$ cat config.mk
export PLATFORM = sky130hd
export DESIGN_NAME = bdts_fifo
export DESIGN_NICKNAME = d
export VERILOG_FILES = /design/src/hdl/bdts_fifo.sv
export SDC_FILE = /design/constraint.sdc
export NUM_CORES = 1
export LEC_CHECK = 0
export CAP_MARGIN = 15
export CELL_PAD_IN_SITES_DETAIL_PLACEMENT = 0
export CELL_PAD_IN_SITES_GLOBAL_PLACEMENT = 2
export CORE_MARGIN = 1
export CORE_UTILIZATION = 40
export DETAILED_ROUTE_END_ITERATION = 12
export DONT_BUFFER_PORTS = 1
export GPL_ROUTABILITY_DRIVEN = 0
export GPL_TIMING_DRIVEN = 0
export PLACE_DENSITY = 0.79
export RECOVER_POWER = 100
export SYNTH_ARGS = -nofsm -noshare
export SYNTH_HDL_FRONTEND = slang
export SYNTH_SLANG_ARGS = --single-unit
$ cat constraint.sdc
create_clock -name i_clk -period 2.9 [get_ports i_clk]
set_clock_uncertainty 0.05 [all_clocks]
set_input_delay 0.87 -clock i_clk [delete_from_list [all_inputs] [get_ports i_clk]]
set_output_delay 0.87 -clock i_clk [all_outputs]
set_load 0.005 [all_outputs]
$ cat src/hdl/bdts_fifo.sv
// ----------------------------------------------------------------------------
// bdts_fifo
// Two-entry job queue between the front sequencer and the root unit.
// ----------------------------------------------------------------------------
module bdts_fifo #(
    parameter int WIDTH = 8
) (
    input  logic             i_clk,
    input  logic             i_rst_n,
    input  logic             i_wr,
    input  logic [WIDTH-1:0] i_wdata,
    output logic             o_full,
    input  logic             i_rd,
    output logic [WIDTH-1:0] o_rdata,
    output logic             o_empty
);

    logic [WIDTH-1:0] r_mem [2];
    logic             r_wp, r_rp;
    logic [1:0]       r_cnt;
    logic             wr_ok, rd_ok;

    assign o_full  = (r_cnt == 2'd2);
    assign o_empty = (r_cnt == 2'd0);
    assign o_rdata = r_mem[r_rp];
    assign wr_ok   = i_wr && !o_full;
    assign rd_ok   = i_rd && !o_empty;

    always_ff @(posedge i_clk) begin
        if (wr_ok) begin
            r_mem[r_wp] <= i_wdata;
        end
    end

    always_ff @(posedge i_clk) begin
        if (!i_rst_n) begin
            r_wp  <= 1'b0;
            r_rp  <= 1'b0;
            r_cnt <= 2'd0;
        end else begin
            if (wr_ok) r_wp <= ~r_wp;
            if (rd_ok) r_rp <= ~r_rp;
            r_cnt <= r_cnt + 2'(wr_ok) - 2'(rd_ok);
        end
    end

endmodule

==> flow_summary.json <==
{
  "grt_use_total": 0.0994,
  "grt_remaining_overflow": 0,
  "port_buffers": 0,
  "worst_setup_path_end_kind": "output port",
  "die_y_um": 47.1,
  "max_freq_ghz": 0.435,
  "finalNonFillerCells": 81,
  "h-tree-depth": 1,
  "drv_slew": 0,
  "yosys_warnings": 0,
  "core_area_mm2": 0.00182,
  "yosysSeqAreaShare": 0.715,
  "critical_path_required_ps": 1980,
  "cts_buffers": 3,
  "worstPathMaxFanout": 8,
  "peakVddDrop_mv": 0.323,
  "clk_path_buf_depth": 2,
  "cts_hold_buffers": 0,
  "cts_tree": "yes",
  "postCtsSetupBuffers": 0,
  "tightestPinTransition_ps": 675,
  "p_leak_uw": 0.000329,
  "report.final.setup_viol": 0,
  "relSlewSlack": 0.548,
  "syn_to_final_growth_pct": 7.09,
  "syn-instance-count": 52,
  "syn_area_um2": 812,
  "layout_min_cycle_time_ps": 2300,
  "dp_hpwl_um": 681,
  "cts_resized": 0,
  "grt_pass1_vias": 340,
  "clock_sinks": 21,
  "drv_cap": 0,
  "syn_area_per_cell_um2": 15.6,
  "die_w_um": 47.1,
  "firstDrtPassIters": 2,
  "dp.cells": 77,
  "antenna_cells": 0,
  "vias": 387,
  "hold_viol": 0,
  "drive_above_1_share": 0.125,
  "drtIter0Drc": 5,
  "grt_max_degree": 13,
  "drc": 0,
  "layout.nets": 71,
  "synth_nets": 66,
  "root_buffer": "clkbuf_4",
  "rows": 15,
  "start_kind": "flip-flop",
  "hp-class": "reg2reg",
  "crit_arrival_ps": 1380,
  "outcome": "complete, no violations",
  "finalPower_uw": 732,
  "boundaryPins": 22,
  "antenna_found_initial": 0,
  "fin_crit_sh": 0.792,
  "setup-tns-final_ps": 0,
  "vias_per_cell": 4.78,
  "post-place-ws_ps": 843,
  "ant_nets": 0,
  "routed_wl_um": 982,
  "die_area_mm2": 0.00221,
  "yosysUniqueCellTypes": 17,
  "powerDensity_mw_per_mm2": 841,
  "post-route-util": 0.478,
  "rsz0062_at_grt": "false",
  "start_util": 0.446,
  "ys_ff_latch": 21,
  "grt_pass1_wl_um": 1410,
  "wl_per_cell_um": 12.1,
  "worst_slack_ps": 602,
  "clk_pin_slew_worst_paths_ps": 110,
  "clk_latency_ps": 290,
  "critPathKind": "reg2out"
}
[flip-flops by register name, summed over array words and instances, names as in the netlist, named ones only]
register	cells
r_cnt	2
r_mem	16
r_rp	1
r_wp	1
[where the power goes]
part	internal [uW]	switching (uW)	total [uW]
combinational	78.7	101	180
sequential	393	24.5	417
clock	51.2	83.2	134
total	523	209	732
[final timing paths]
kind                                     startpoint                  end  slack, ps  cells past startpoint
worst max-delay path                      flip-flop           o_rdata[4]        600                      2
worst min-delay path              r_wp$_SDFFE_PN0P_    r_wp$_SDFFE_PN0P_        440                      2
worst max register to register  r_cnt[0]$_SDFF_PN0_  r_cnt[1]$_SDFF_PN0_       1190                      8
worst min register to register    r_wp$_SDFFE_PN0P_    r_wp$_SDFFE_PN0P_        440                      2
[cell type report]
class | count | area (um^2)
fillers | 177 | 951
multi-input cells | 27 | 215
flip-flops and latches | 21 | 581
clock buffers | 3 | 22.5
clock inverters | 1 | 5.00
plain buffers | 1 | 3.75
inverters | 3 | 11.3
well taps | 25 | 31.3
[metal layers]
layer,global-route usage,part of all wire,wire length (um)
met1,0.122,0.43,418
met5,0,0,0
met3,0.0423,0.087,85
met4,0.0514,0.0092,9
met2,0.150,0.48,468
[cell usage after synthesis, drive strengths merged]
| cell | n | share of area |
|---|---|---|
| dfxtp | 5 | 0.12 |
| edfxtp | 16 | 0.59 |
| ha | 2 | 0.031 |
| mux2i | 1 | 0.012 |
| inv | 3 | 0.014 |
| and3 | 1 | 0.0077 |
| xnor2 | 1 | 0.011 |
| nor2 | 5 | 0.023 |
| buf | 1 | 0.0062 |
| o21a | 1 | 0.011 |
| mux2 | 8 | 0.11 |
| and2 | 2 | 0.017 |
| xor2 | 1 | 0.011 |
| nand2b | 2 | 0.015 |
| nand2 | 2 | 0.0092 |
| nor3 | 1 | 0.0062 |
[stage by stage]
| stage | cell area, um^2 | hold WS [ps] |
|---|---|---|
| 5_1_grt | 870 | 466 |
| 4_1_cts | 871 | 445 |
| 3_3_place_gp | 843 | 415 |
| 6_report | 870 | 443 |
| 2_1_floorplan | 812 | 405 |
| 3_5_place_dp | 843 | 429 |
[cells in the final DEF, fill, tap and decap left out, types with 2 or more instances in the layout]
cell type	instances
dfxtp_1	5
nor2_1	5
clkbuf_4	3
ha_1	2
mux2_1	7
nand2b_1	2
edfxtp_1	16
inv_1	3
nand2_1	2
[critical path, cell delays in order (launching register included)]
cell and delay (ps):
dfxtp_1 320, clkbuf_1 360, mux2_2 400
[cells by family after synthesis]
family          after synthesis  share of synthesized area
simple gates                 13                     0.0786
xor+xnor                      2                     0.0216
compound gates                1                     0.0108
fa+ha+maj                     2                     0.0308
flops                        21                      0.715
mux                           9                      0.123
buf+inv                       4                     0.0200
(Power assumes the default switching activity.)
