## src/hdl/bdts_back.sv

```systemverilog
// ----------------------------------------------------------------------------
// bdts_back
// Digit-by-digit square root, two radicand bits a cycle, feeding the
// result register.
// ----------------------------------------------------------------------------
module bdts_back #(
    parameter int IW    = 6,
    parameter int ACC_W = 38
) (
    input  logic                  i_clk,
    input  logic                  i_rst_n,
    input  logic                  i_job_valid,
    output logic                  o_job_ready,
    input  logic [IW-1:0]         i_job_idx,
    input  logic [ACC_W-1:0]      i_job_acc,
    input  logic                  i_job_last,
    output logic                  o_empty,
    input  logic                  i_pop,
    output logic [IW-1:0]         o_idx,
    output logic [ACC_W/2-1:0]    o_root,
    output logic                  o_last
);

    localparam int N  = ACC_W / 2;
    localparam int NW = $clog2(N + 1);
    localparam int TW = N + 4;

    logic            r_busy, r_done, r_out_valid;
    logic [NW-1:0]   r_cnt;
    logic [ACC_W-1:0] r_val;
    logic [N+1:0]    r_rem;
    logic [N-1:0]    r_root;
    logic [IW-1:0]   r_idx, r_out_idx;
    logic            r_last, r_out_last;
    logic [N-1:0]    r_out_root;

    logic [TW-1:0]   t_rem, t_trial, t_diff;
    logic            take, out_free, go;

    assign t_rem    = TW'({r_rem, r_val[ACC_W-1 -: 2]});
    assign t_trial  = TW'({r_root, 2'b01});
    assign t_diff   = t_rem - t_trial;
    assign o_job_ready = !r_busy && !r_done;
    assign take     = i_job_valid && o_job_ready;
    assign out_free = !r_out_valid || i_pop;
    assign go       = r_done && out_free;

    assign o_empty = !r_out_valid;
    assign o_idx   = r_out_idx;
    assign o_root  = r_out_root;
    assign o_last  = r_out_last;

    always_ff @(posedge i_clk) begin
        if (take) begin
            r_val  <= i_job_acc;
            r_rem  <= '0;
            r_root <= '0;
            r_idx  <= i_job_idx;
            r_last <= i_job_last;
        end else if (r_busy) begin
            r_val <= r_val << 2;
            if (t_rem >= t_trial) begin
                r_rem  <= t_diff[N+1:0];
                r_root <= {r_root[N-2:0], 1'b1};
            end else begin
                r_rem  <= t_rem[N+1:0];
                r_root <= {r_root[N-2:0], 1'b0};
            end
        end
        if (go) begin
            r_out_idx  <= r_idx;
            r_out_root <= r_root;
            r_out_last <= r_last;
        end
    end

    always_ff @(posedge i_clk) begin
        if (!i_rst_n) begin
            r_busy      <= 1'b0;
            r_done      <= 1'b0;
            r_cnt       <= '0;
            r_out_valid <= 1'b0;
        end else begin
            if (take) begin
                r_busy <= 1'b1;
                r_cnt  <= NW'(N);
            end else if (r_busy) begin
                r_cnt <= r_cnt - NW'(1);
                if (r_cnt == NW'(1)) begin
                    r_busy <= 1'b0;
                    r_done <= 1'b1;
                end
            end else if (go) begin
                r_done <= 1'b0;
            end
            if (go)         r_out_valid <= 1'b1;
            else if (i_pop) r_out_valid <= 1'b0;
        end
    end

endmodule

```

## config.mk

```make
export PLATFORM = sky130hd
export DESIGN_NAME = bdts_back
export DESIGN_NICKNAME = d
export VERILOG_FILES = /design/src/hdl/bdts_back.sv
export SDC_FILE = /design/constraint.sdc
export NUM_CORES = 1
export LEC_CHECK = 0
export BUFFER_PORTS_ARGS = -buffer_cell sky130_fd_sc_hd__buf_2
export CAP_MARGIN = 20
export CORE_ASPECT_RATIO = 0.8
export CORE_MARGIN = 5
export CORE_UTILIZATION = 52
export CTS_CLUSTER_DIAMETER = 40
export DETAILED_ROUTE_END_ITERATION = 8
export PLACE_DENSITY = 0.76
export RECOVER_POWER = 100
export SKIP_LAST_GASP = 1
export SYNTH_ARGS = -nofsm -noshare
export SYNTH_HDL_FRONTEND = slang
export SYNTH_SLANG_ARGS = --single-unit
```

## constraint.sdc

```tcl
create_clock -name i_clk -period 2.19 [get_ports i_clk]
set_input_delay 0.219 -clock i_clk [delete_from_list [all_inputs] [get_ports i_clk]]
set_output_delay 0.219 -clock i_clk [all_outputs]
set_load 0.02 [all_outputs]
```

==> flow_metrics.py, run 1 <==
metrics = {
    "cells_and_area": {
        "drive_gt1_share_pct": 27.55,
        "nets": 774,
        "synthToLayoutAreaGrowth_pct": 35.86,
        "n_fill_cell": 701,
        "layout_commonest_cell": "nand2_1",
        "antenna_cells": 0,
        "final_cell_area_sq_um": 7466,
        "multiInputGateArea_sq_um": 2494,
        "most-common-layout-cells": "nand2_1 (142), edfxtp_1 (71), buf_4 (59), buf_2 (48), dfxtp_1 (44)",
        "seqCellArea_sq_um": 3098,
    },
    "sta": {
        "tightest_slew_ns": 0.9633,
        "skew_ns": 0.006596,
        "fin_crit_ns": 2.357,
        "max_clock_freq_ghz": 0.4243,
        "drv_slew": 0,
        "rsz0062_at_grt": "yes",
        "setup_viol": 19,
        "hold_viol": 0,
        "tns_ns": -1.529,
        "setup_slack_ns": -0.1670,
        "final.hold.worst_slack_ns": 0.05570,
        "timing.final.crit_share_pct": 107.6,
        "max_slew_margin_pct": 35.78,
    },
    "die": {
        "die_height_um": 101.9,
        "ios": 77,
        "rows": 33,
        "die_area_sq_um": 12740,
        "initial_utilization_pct": 53.45,
        "core-area_sq_um": 10280,
        "dieWidth_um": 124.9,
    },
    "detailed_routing": {
        "first_pass_iters": 5,
        "final_antenna_net_count": 0,
        "viasPerCell": 5.237,
        "route.vias.total": 4478,
        "wirelength_um": 13770,
        "drt_iter0_drc": 274,
        "route.detailed.drc": 0,
        "wl_per_cell_um": 16.10,
    },
    "worst_setup_path": {
        "worst-path-buf-inv": 2,
        "crit_start": "r_root[2]",
        "crit_arrival_ns": 2.65,
        "cp_num_cells": 11,
        "r2r_cells": 11,
        "start_kind": "flip-flop",
        "r2r_start": "r_root[2]",
        "crit_type": "reg -> reg",
        "crit_end": "r_rem[6]",
        "cpMaxStageDelayCell": "or3_4",
        "end_kind": "flip-flop",
        "crit_chain": "inv_2 > ha_4 > or3_4 > o22a_4 > a21oi_4 > a211oi_4 > o21ai_4 > buf_12 > mux2_4 > nand2_2 > o21ai_1",
        "worstPathMaxFanout": 5,
        "cp.required_ns": 2.48,
        "reg2reg_setup_slack_ns": -0.17,
        "critPathTopFamily": "compound AO/OA/AOI/OAI gates",
        "cpPeakStageDelay_ns": 0.39,
        "regToRegEndpoint": "r_rem[6]",
    },
    "clocking": {
        "clockBufferDepth": 2,
        "ctsHtreeMaxLevel": 4,
        "path_clk_slew_ns": 0.06,
        "cts_inserted_buffers": 17,
        "clk_latency_ns": 0.42,
        "cts_root_buf": "clkbuf_16",
        "cts_tree": "built",
        "clock_sinks": 119,
    },
    "placed_design": {
        "place_congestion": 0.9056,
        "pre_cts_slack_ns": -0.1640,
        "place.detailed.hpwl_um": 8493,
        "dpl_cell_area_sq_um": 6545,
        "numPortBuffers": 76,
    },
    "yosys": {
        "syn_area_per_cell_sq_um": 10.16,
        "netlist_instances": 541,
        "synth_area_sq_um": 5495,
        "syn_nets": 613,
        "ys.flop_type": "edfxtp_1",
        "seq_area_frac_synth_pct": 56.28,
        "async_reset_ff_share_pct": 0,
        "synth_edf_count": 71,
        "synth_cell_types": 46,
        "ys_warn_count": 0,
        "synth-seq-cells": 119,
    },
    "power": {
        "internal_power_mw": 7.640,
        "clock_power_share_pct": 22.0,
        "vdd_drop_max_mv": 1.064,
        "p_switching_mw": 4.452,
        "leakagePower_nw": 3.086,
        "pwr-share-comb_pct": 52.8,
        "pwr-share-seq_pct": 25.2,
        "power_mw": 12.09,
        "power_density_nw_per_um2": 1620,
        "sw_frac_of_total_pct": 36.82,
    },
    "run_status": {
        "status": "complete, but fails checks",
        "violations": "negative setup slack",
    },
    "grt": {
        "antenna_found_initial": 0,
        "grt-ovfl-total": 0,
        "grt_pass1_vias": 4679,
        "grt_pass1_wl_um": 22070,
        "track_usage_pct": 21.75,
        "grt_max_degree": 58,
    },
    "flow_run": {
        "cap_viol_max_count": 0,
    },
    "worst_hold_path": {
        "hold_path.class": "in -> reg",
    },
}
## timing repair
item / in CTS / in global routing
hold endpoints to repair: 7 / 0
gates cloned: 1 / 0
setup endpoints to repair: 22 / 22
resized for setup: 32 / 27
pin swaps: 11 / 12
buffers inserted: 5 / 5
hold buffers: 7 / 0
## sequential cells by signal, summed over array words and instances, names as in the netlist, 5 cells and up
name,flops
r_rem,21
r_idx,6
o_root,19
r_cnt,5
o_idx,6
r_root,19
r_val,38
## power by group through the flow
stage | sequential [mW] | clock [mW] | combinational [mW]
finish | 3.04 | 2.66 | 6.39
global route | 3.07 | 2.81 | 6.89
CTS | 3.02 | 2.69 | 5.55
detailed placement | 3.01 | 0 | 4.87
global placement | 3.00 | 0 | 4.68
floorplan | 2.99 | 0 | 3.26
## routing by layer
metal  vias to the layer above  wire [um]  track usage (%)
met5                         -          0                0
met4                         0        259            8.083
met3                        31        857            6.792
met2                       156       6678            36.34
met1                      2092       5974            27.05
li1                       2199          -                -
## synth_stat cells, types with 5 or more instances
cell      count  area [sq um]
nand2_1     143         536.8
edfxtp_1     71          2132
dfxtp_1      48         960.9
nor2_1       35         131.4
inv_1        27         101.4
a21oi_1      25         125.1
ha_1         23         287.8
o21ai_0      22         110.1
mux2i_1      20         200.2
clkbuf_1     16         60.06
xnor2_1      13         113.9
a22o_1        9         78.83
a31oi_1       9         56.30
xor2_1        9         78.83
nand2b_1      7         43.79
nor2b_1       7         43.79
nor3_1        5         25.02
## tightest hold or removal path: cells and delay by family
| kind | cells | cell delay [ns] |
|---|---|---|
| buffers and inverters | 1 | 0.07 |
| and+or+nand+nor | 2 | 0.08 |
## through the flow
stage / util, % / std cells
finish: 72.62 / 855
global route: 72.62 / 855
CTS: 71.96 / 850
detailed placement: 63.66 / 805
global placement: 63.66 / 805
floorplan: - / 541
## cell type report
| type | instances | share of cell area [%] |
|---|---|---|
| repair buffers | 163 | 13.79 |
| multi-input cells | 374 | 33.40 |
| flip-flops and latches | 119 | 41.49 |
| well taps | 140 | 2.346 |
| clock inverters | 14 | 1.810 |
| clock buffers | 18 | 5.748 |
| inverters | 27 | 1.408 |
## kinds of logic after synthesis
logic type / Yosys count / share of synthesized area, %
and+or+nand+nor: 214 / 16.26
DFF: 119 / 56.28
AOI/OAI and AO/OA: 94 / 11.25
buffers and inverters: 48 / 3.620
adders and majority gates: 23 / 5.237
xor gates and xnor gates: 22 / 3.506
muxes: 21 / 3.848
## worst min-delay path by stage
| stage | to | slack (ns) | from | depth (start not counted) |
|---|---|---|---|---|
| 2_1_floorplan | r_idx[0] | 0.32 | i_job_idx[0] | 0 |
| 3_3_place_gp | r_idx[3] | 0.40 | i_job_idx[3] | 1 |
| 3_5_place_dp | r_idx[5] | 0.40 | i_job_idx[5] | 1 |
| 4_1_cts | r_val[26] | 0.05 | i_job_acc[26] | 3 |
| 5_1_grt | r_val[20] | 0.06 | i_job_acc[20] | 3 |
| 6_report | r_val[26] | 0.06 | i_job_acc[26] | 3 |
Note: power is estimated with default switching activity, not from simulation.
==> run 2, diff against run 1 <==
--- a/config.mk
+++ b/config.mk
@@ -9,10 +9,9 @@
 export CAP_MARGIN = 20
 export CORE_ASPECT_RATIO = 0.8
 export CORE_MARGIN = 5
-export CORE_UTILIZATION = 52
+export CORE_UTILIZATION = 42
 export CTS_CLUSTER_DIAMETER = 40
 export DETAILED_ROUTE_END_ITERATION = 8
-export PLACE_DENSITY = 0.76
 export RECOVER_POWER = 100
 export SKIP_LAST_GASP = 1
 export SYNTH_ARGS = -nofsm -noshare
==> run 2 against run 1 <==
Against the previous run:
- the flow still finishes with violations (negative setup slack)
- clock skew down 0.0012 ns
- total power down 1.9%
- critical path type unchanged
- worst hold slack gained 0.014 ns
==> flow_metrics.py, run 2 (synthesis gave the netlist of run 1 again) <==
metrics = {
    "run_status": {
        "status": "complete, but fails checks",
        "violations": "negative setup slack",
    },
    "die": {
        "ios": 77,
        "rows": 37,
        "die_area_sq_um": 15490,
        "die_height_um": 112.3,
        "dieWidth_um": 137.9,
        "core-area_sq_um": 12820,
        "initial_utilization_pct": 42.85,
    },
    "worst_setup_path": {
        "crit_start": "r_root[8]",
        "reg2reg_setup_slack_ns": -0.14,
        "crit_type": "reg -> reg",
        "r2r_start": "r_root[8]",
        "start_kind": "flip-flop",
        "regToRegEndpoint": "r_rem[7]",
        "cp.required_ns": 2.49,
        "crit_arrival_ns": 2.63,
        "r2r_cells": 12,
        "crit_end": "r_rem[7]",
        "end_kind": "flip-flop",
        "worstPathMaxFanout": 6,
    },
    "sta": {
        "rsz0062_at_grt": "yes",
        "setup_slack_ns": -0.1411,
        "max_slew_margin_pct": 33.19,
        "skew_ns": 0.005376,
        "setup_viol": 18,
        "timing.final.crit_share_pct": 106.4,
        "max_clock_freq_ghz": 0.4290,
        "drv_slew": 0,
        "hold_viol": 0,
        "fin_crit_ns": 2.331,
        "tightest_slew_ns": 1.002,
    },
    "clocking": {
        "clockBufferDepth": 2,
        "ctsHtreeMaxLevel": 4,
        "clock_sinks": 119,
        "cts_tree": "built",
        "cts_root_buf": "clkbuf_16",
        "cts_inserted_buffers": 17,
        "clk_latency_ns": 0.41,
        "path_clk_slew_ns": 0.06,
    },
    "cells_and_area": {
        "largest_reg_flops": 38,
        "layout_commonest_cell": "nand2_1",
        "layoutNonFillerInstCount": 888,
        "nets": 772,
        "synthToLayoutAreaGrowth_pct": 36.20,
        "largest_registers": "r_val x38, r_rem x21",
        "n_fill_cell": 1109,
        "drive_gt1_share_pct": 27.21,
        "largest-register": "r_val",
        "most-common-layout-cells": "nand2_1 (141), edfxtp_1 (71), buf_4 (56), buf_2 (47)",
        "antenna_cells": 0,
    },
    "grt": {
        "track_usage_pct": 16.81,
        "grt_max_degree": 34,
        "grt_pass1_vias": 4299,
        "antenna_found_initial": 0,
        "grt-ovfl-total": 0,
        "grt_pass1_wl_um": 20520,
    },
    "flow_run": {
        "cap_viol_max_count": 0,
    },
    "placed_design": {
        "pre_cts_slack_ns": -0.1591,
        "dpl.cell_count": 841,
        "numPortBuffers": 76,
        "place_congestion": 0.8279,
        "place.detailed.hpwl_um": 8544,
    },
    "detailed_routing": {
        "route.vias.total": 4333,
        "viasPerCell": 4.880,
        "route.detailed.drc": 0,
        "drt_iter0_drc": 267,
        "first_pass_iters": 4,
        "wirelength_um": 12870,
        "wl_per_cell_um": 14.49,
        "final_antenna_net_count": 0,
    },
    "power": {
        "power_density_nw_per_um2": 1585,
        "leakagePower_nw": 3.100,
        "vdd_drop_max_mv": 0.8461,
    },
    "worst_hold_path": {
        "hold_path.class": "in -> reg",
    },
}
==> run 2: cell types whose count changed in the layout (fill, tap and decap cells not counted), sizes merged <==
cell      delta
buf          -5
bufinv       +3
clkbuf       +3
clkinv       -2
clkinvlp     -2
inv          +1
==> run 2: metrics by stage <==
stage / TNS (ns) / instance area [sq um] / utilization [%] / power [mW] / hold WS, ns
after floorplan: -0.01123 / 5529 / - / 6.245 / 0.3179
after global placement: -0.6082 / 6571 / 51.24 / 7.693 / 0.3980
after detailed placement: -2.044 / 6571 / 51.24 / 7.764 / 0.3993
after CTS: -0.3385 / 7388 / 57.62 / 11.17 / 0.04861
after global routing: -2.899 / 7485 / 58.37 / 12.59 / 0.06847
final: -1.002 / 7485 / 58.37 / 11.86 / 0.06988
==> run 2: worst min-delay path by stage <==
stage | start | to | cells past startpoint
2_1_floorplan | i_job_idx[0] | r_idx[0] | 0
3_3_place_gp | i_job_idx[3] | r_idx[3] | 1
3_5_place_dp | i_job_idx[2] | r_idx[2] | 1
4_1_cts | i_job_acc[14] | r_val[14] | 3
5_1_grt | i_job_acc[32] | r_val[32] | 3
6_report | i_job_acc[17] | r_val[17] | 3
==> run 2: worst max-delay path: stages, from the launching register on <==
cell,delay (ns)
dfxtp_2,0.33
inv_2,0.04
ha_4,0.28
nand4_1,0.21
o221ai_2,0.26
a21oi_4,0.06
a211oi_4,0.30
o21ai_4,0.12
buf_12,0.14
buf_6,0.12
nand2_1,0.05
o21ai_0,0.10
a22o_1,0.21
==> run 2: final cells by class <==
cell class              instances  area, sq um  area share, %
flip-flops and latches        119         3103          41.46
multi-input cells             374         2447          32.70
repair buffers                161        974.7          13.02
clock buffers                  18        429.2          5.734
well taps                     175        219.0          2.925
clock inverters                14        206.4          2.758
inverters                      27        105.1          1.404
==> run 2: what timing repair did <==
item                                    CTS  global route
buffers inserted                          3             6
resized for setup                        16            41
endpoints found under the setup margin   22            22
hold buffers                              7             0
hold endpoints to repair                  7             0
pin swaps                                 5            15
==> run 2: report_power, final <==
group / switching, mW / leakage (nW) / internal, mW / total, mW
combinational: 2.89 / 1.71 / 2.97 / 5.86
sequential: 0.224 / 1.08 / 2.78 / 3.00
clock: 0.992 / 0.307 / 2.01 / 3.00
==> run 2: layer usage <==
metal  GRT usage, %  vias up  share of wire [%]
met5              0        -                  0
met3          4.704       15                4.9
li1               -     2194                  -
met2          26.82       88                 48
met4          5.267        0                1.3
met1          22.19     2036                 46
==> run 3, diff against run 2 <==
--- a/config.mk
+++ b/config.mk
@@ -7,11 +7,14 @@
 export LEC_CHECK = 0
 export BUFFER_PORTS_ARGS = -buffer_cell sky130_fd_sc_hd__buf_2
 export CAP_MARGIN = 20
+export CELL_PAD_IN_SITES_DETAIL_PLACEMENT = 0
+export CELL_PAD_IN_SITES_GLOBAL_PLACEMENT = 1
 export CORE_ASPECT_RATIO = 0.8
 export CORE_MARGIN = 5
-export CORE_UTILIZATION = 42
+export CORE_UTILIZATION = 40
 export CTS_CLUSTER_DIAMETER = 40
 export DETAILED_ROUTE_END_ITERATION = 8
+export PLACE_DENSITY_LB_ADDON = 0.1
 export RECOVER_POWER = 100
 export SKIP_LAST_GASP = 1
 export SYNTH_ARGS = -nofsm -noshare
==> run 3 against run 2 <==
Against the previous run:
- the flow still finishes with violations (negative setup slack)
- count of clock-buffer cells in the layout unchanged
- core utilization shrank 3.2 points
- global-route usage is 0.97 points lower
- largest power group unchanged
- total power decreased by 3.6%
- design area down 0.52%
- final cell count grew 0.90%
- die area increased by 4.6%
- register-to-register slack improved by 0.09 ns
- wire length is 2.4% lower
==> flow_metrics.py, run 3 (synthesis gave the netlist of run 1 again) <==
metrics = {
    "run_status": {
        "status": "complete, but fails checks",
        "violations": "negative setup slack",
    },
    "cells_and_area": {
        "n_fill_cell": 1206,
        "largest_reg_flops": 38,
        "most-common-layout-cells": "nand2_1 (142), edfxtp_1 (71), buf_4 (58), buf_2 (48), dfxtp_1 (43)",
        "largest_registers": "r_val x38, r_rem x21",
        "synthToLayoutAreaGrowth_pct": 35.50,
        "largest-register": "r_val",
        "antenna_cells": 0,
        "drive_gt1_share_pct": 26.68,
        "nets": 775,
        "layout_commonest_cell": "nand2_1",
        "utilization_pct": 55.14,
    },
    "detailed_routing": {
        "drt_iter0_drc": 282,
        "wl_per_cell_um": 14.01,
        "wirelength_um": 12560,
        "final_antenna_net_count": 0,
        "route.vias.total": 4353,
        "route.detailed.drc": 0,
        "viasPerCell": 4.858,
        "first_pass_iters": 6,
    },
    "placed_design": {
        "place_congestion": 0.8577,
        "numPortBuffers": 76,
        "pre_cts_slack_ns": -0.1522,
        "place.detailed.hpwl_um": 8200,
    },
    "clocking": {
        "cts_inserted_buffers": 17,
        "clk_latency_ns": 0.42,
        "ctsHtreeMaxLevel": 4,
        "clockBufferDepth": 2,
        "cts_tree": "built",
        "cts_root_buf": "clkbuf_16",
        "clock_sinks": 119,
        "path_clk_slew_ns": 0.06,
    },
    "worst_setup_path": {
        "crit_chain": "inv_2 > ha_4 > or3_4 > o22a_4 > a21oi_4 > a211oi_2 > o21ai_4 > buf_6 > mux2_4 > nand2_2 > o21ai_1",
        "r2r_start": "r_root[0]",
        "start_kind": "flip-flop",
        "crit_arrival_ns": 2.55,
        "worstPathMaxFanout": 6,
        "r2r_cells": 11,
        "worst-path-buf-inv": 2,
        "cp.required_ns": 2.50,
        "crit_type": "reg -> reg",
        "reg2reg_setup_slack_ns": -0.05,
        "end_kind": "flip-flop",
        "regToRegEndpoint": "r_rem[6]",
        "cpMaxStageDelayCell": "or3_4",
        "cpPeakStageDelay_ns": 0.38,
        "critPathTopFamily": "compound AO/OA/AOI/OAI gates",
    },
    "die": {
        "core-area_sq_um": 13500,
        "die_height_um": 114.8,
        "die_area_sq_um": 16200,
        "initial_utilization_pct": 40.70,
        "rows": 38,
        "ios": 77,
        "dieWidth_um": 141.0,
    },
    "power": {
        "leakagePower_nw": 3.067,
        "power_density_nw_per_um2": 1535,
        "vdd_drop_max_mv": 0.8194,
    },
    "worst_hold_path": {
        "min_to": "r_val[24]",
        "hold_path.class": "in -> reg",
        "worstHoldStart": "i_job_acc[24]",
        "hold_depth": 3,
    },
    "sta": {
        "hold_viol": 0,
        "drv_slew": 0,
        "setup_viol": 3,
        "final.hold.worst_slack_ns": 0.05630,
        "tns_ns": -0.1072,
        "fin_crit_ns": 2.243,
        "skew_ns": 0.01403,
        "max_slew_margin_pct": 31.32,
        "timing.final.crit_share_pct": 102.4,
        "setup_slack_ns": -0.05338,
        "max_clock_freq_ghz": 0.4458,
        "rsz0062_at_grt": "yes",
        "tightest_slew_ns": 1.030,
    },
    "grt": {
        "grt-ovfl-total": 0,
        "track_usage_pct": 15.84,
        "grt_pass1_vias": 4186,
        "grt_max_degree": 58,
        "grt_pass1_wl_um": 20330,
        "antenna_found_initial": 0,
    },
    "flow_run": {
        "cap_viol_max_count": 0,
    },
}
==> run 3: stage by stage <==
step | cell area, sq um | power [mW] | std cells
after global placement | 6613 | 7.714 | 849
after detailed placement | 6613 | 7.717 | 849
final | 7446 | 11.43 | 896
after floorplan | 5529 | 6.245 | 541
after global routing | 7446 | 12.19 | 896
after CTS | 7370 | 10.79 | 891
==> run 3: layer usage <==
layer  part of all wire, %  routed length [um]  GRT usage [%]  vias up
met1                    49                6172          21.75     2036
met5                     0                   0              0        -
met4                   1.3                 160          5.810        0
li1                      -                   -              -     2207
met3                   4.8                 602          4.449       14
met2                    45                5622          24.08       96
==> run 3: worst min-delay path, cell delays in order <==
cell and delay [ns]:
buf_2 0.07, nand2_1 0.04, nand2_1 0.04
==> run 3: area by class of cell <==
class,instances,area [sq um],area share (%)
Inverter,27,105.1,1.412
Tap cell,180,225.2,3.025
Timing Repair Buffer,164,1008,13.54
Sequential cell,119,3099,41.62
Multi-Input combinational cell,374,2441,32.78
Clock inverter,14,127.6,1.714
Clock buffer,18,439.2,5.898
==> run 3: power breakdown <==
part	total (mW)	internal, mW	switching (mW)
Combinational	5.81	2.97	2.85
Sequential	2.99	2.78	0.210
Clock	2.63	1.59	1.04
Total	11.4	7.34	4.09
==> run 3: worst max path at each step <==
stage	start	endpoint	slack, ns	depth (start not counted)
after detailed placement	r_root[5]	r_rem[14]	-0.15	11
after global routing	r_root[0]	r_rem[6]	-0.15	11
after CTS	r_root[0]	r_rem[6]	-0.08	11
after floorplan	r_root[0]	r_rem[6]	-0.01	10
final	r_root[0]	r_rem[6]	-0.05	11
after global placement	r_root[5]	r_rem[14]	-0.13	11
==> run 3: timing repair <==
item / in CTS / in global routing
resized for setup: 18 / 33
pin swaps: 6 / 16
setup buffers: 3 / 5
endpoints found under the hold margin: 7 / 0
hold buffers: 7 / 0
setup endpoints to repair: 22 / 22
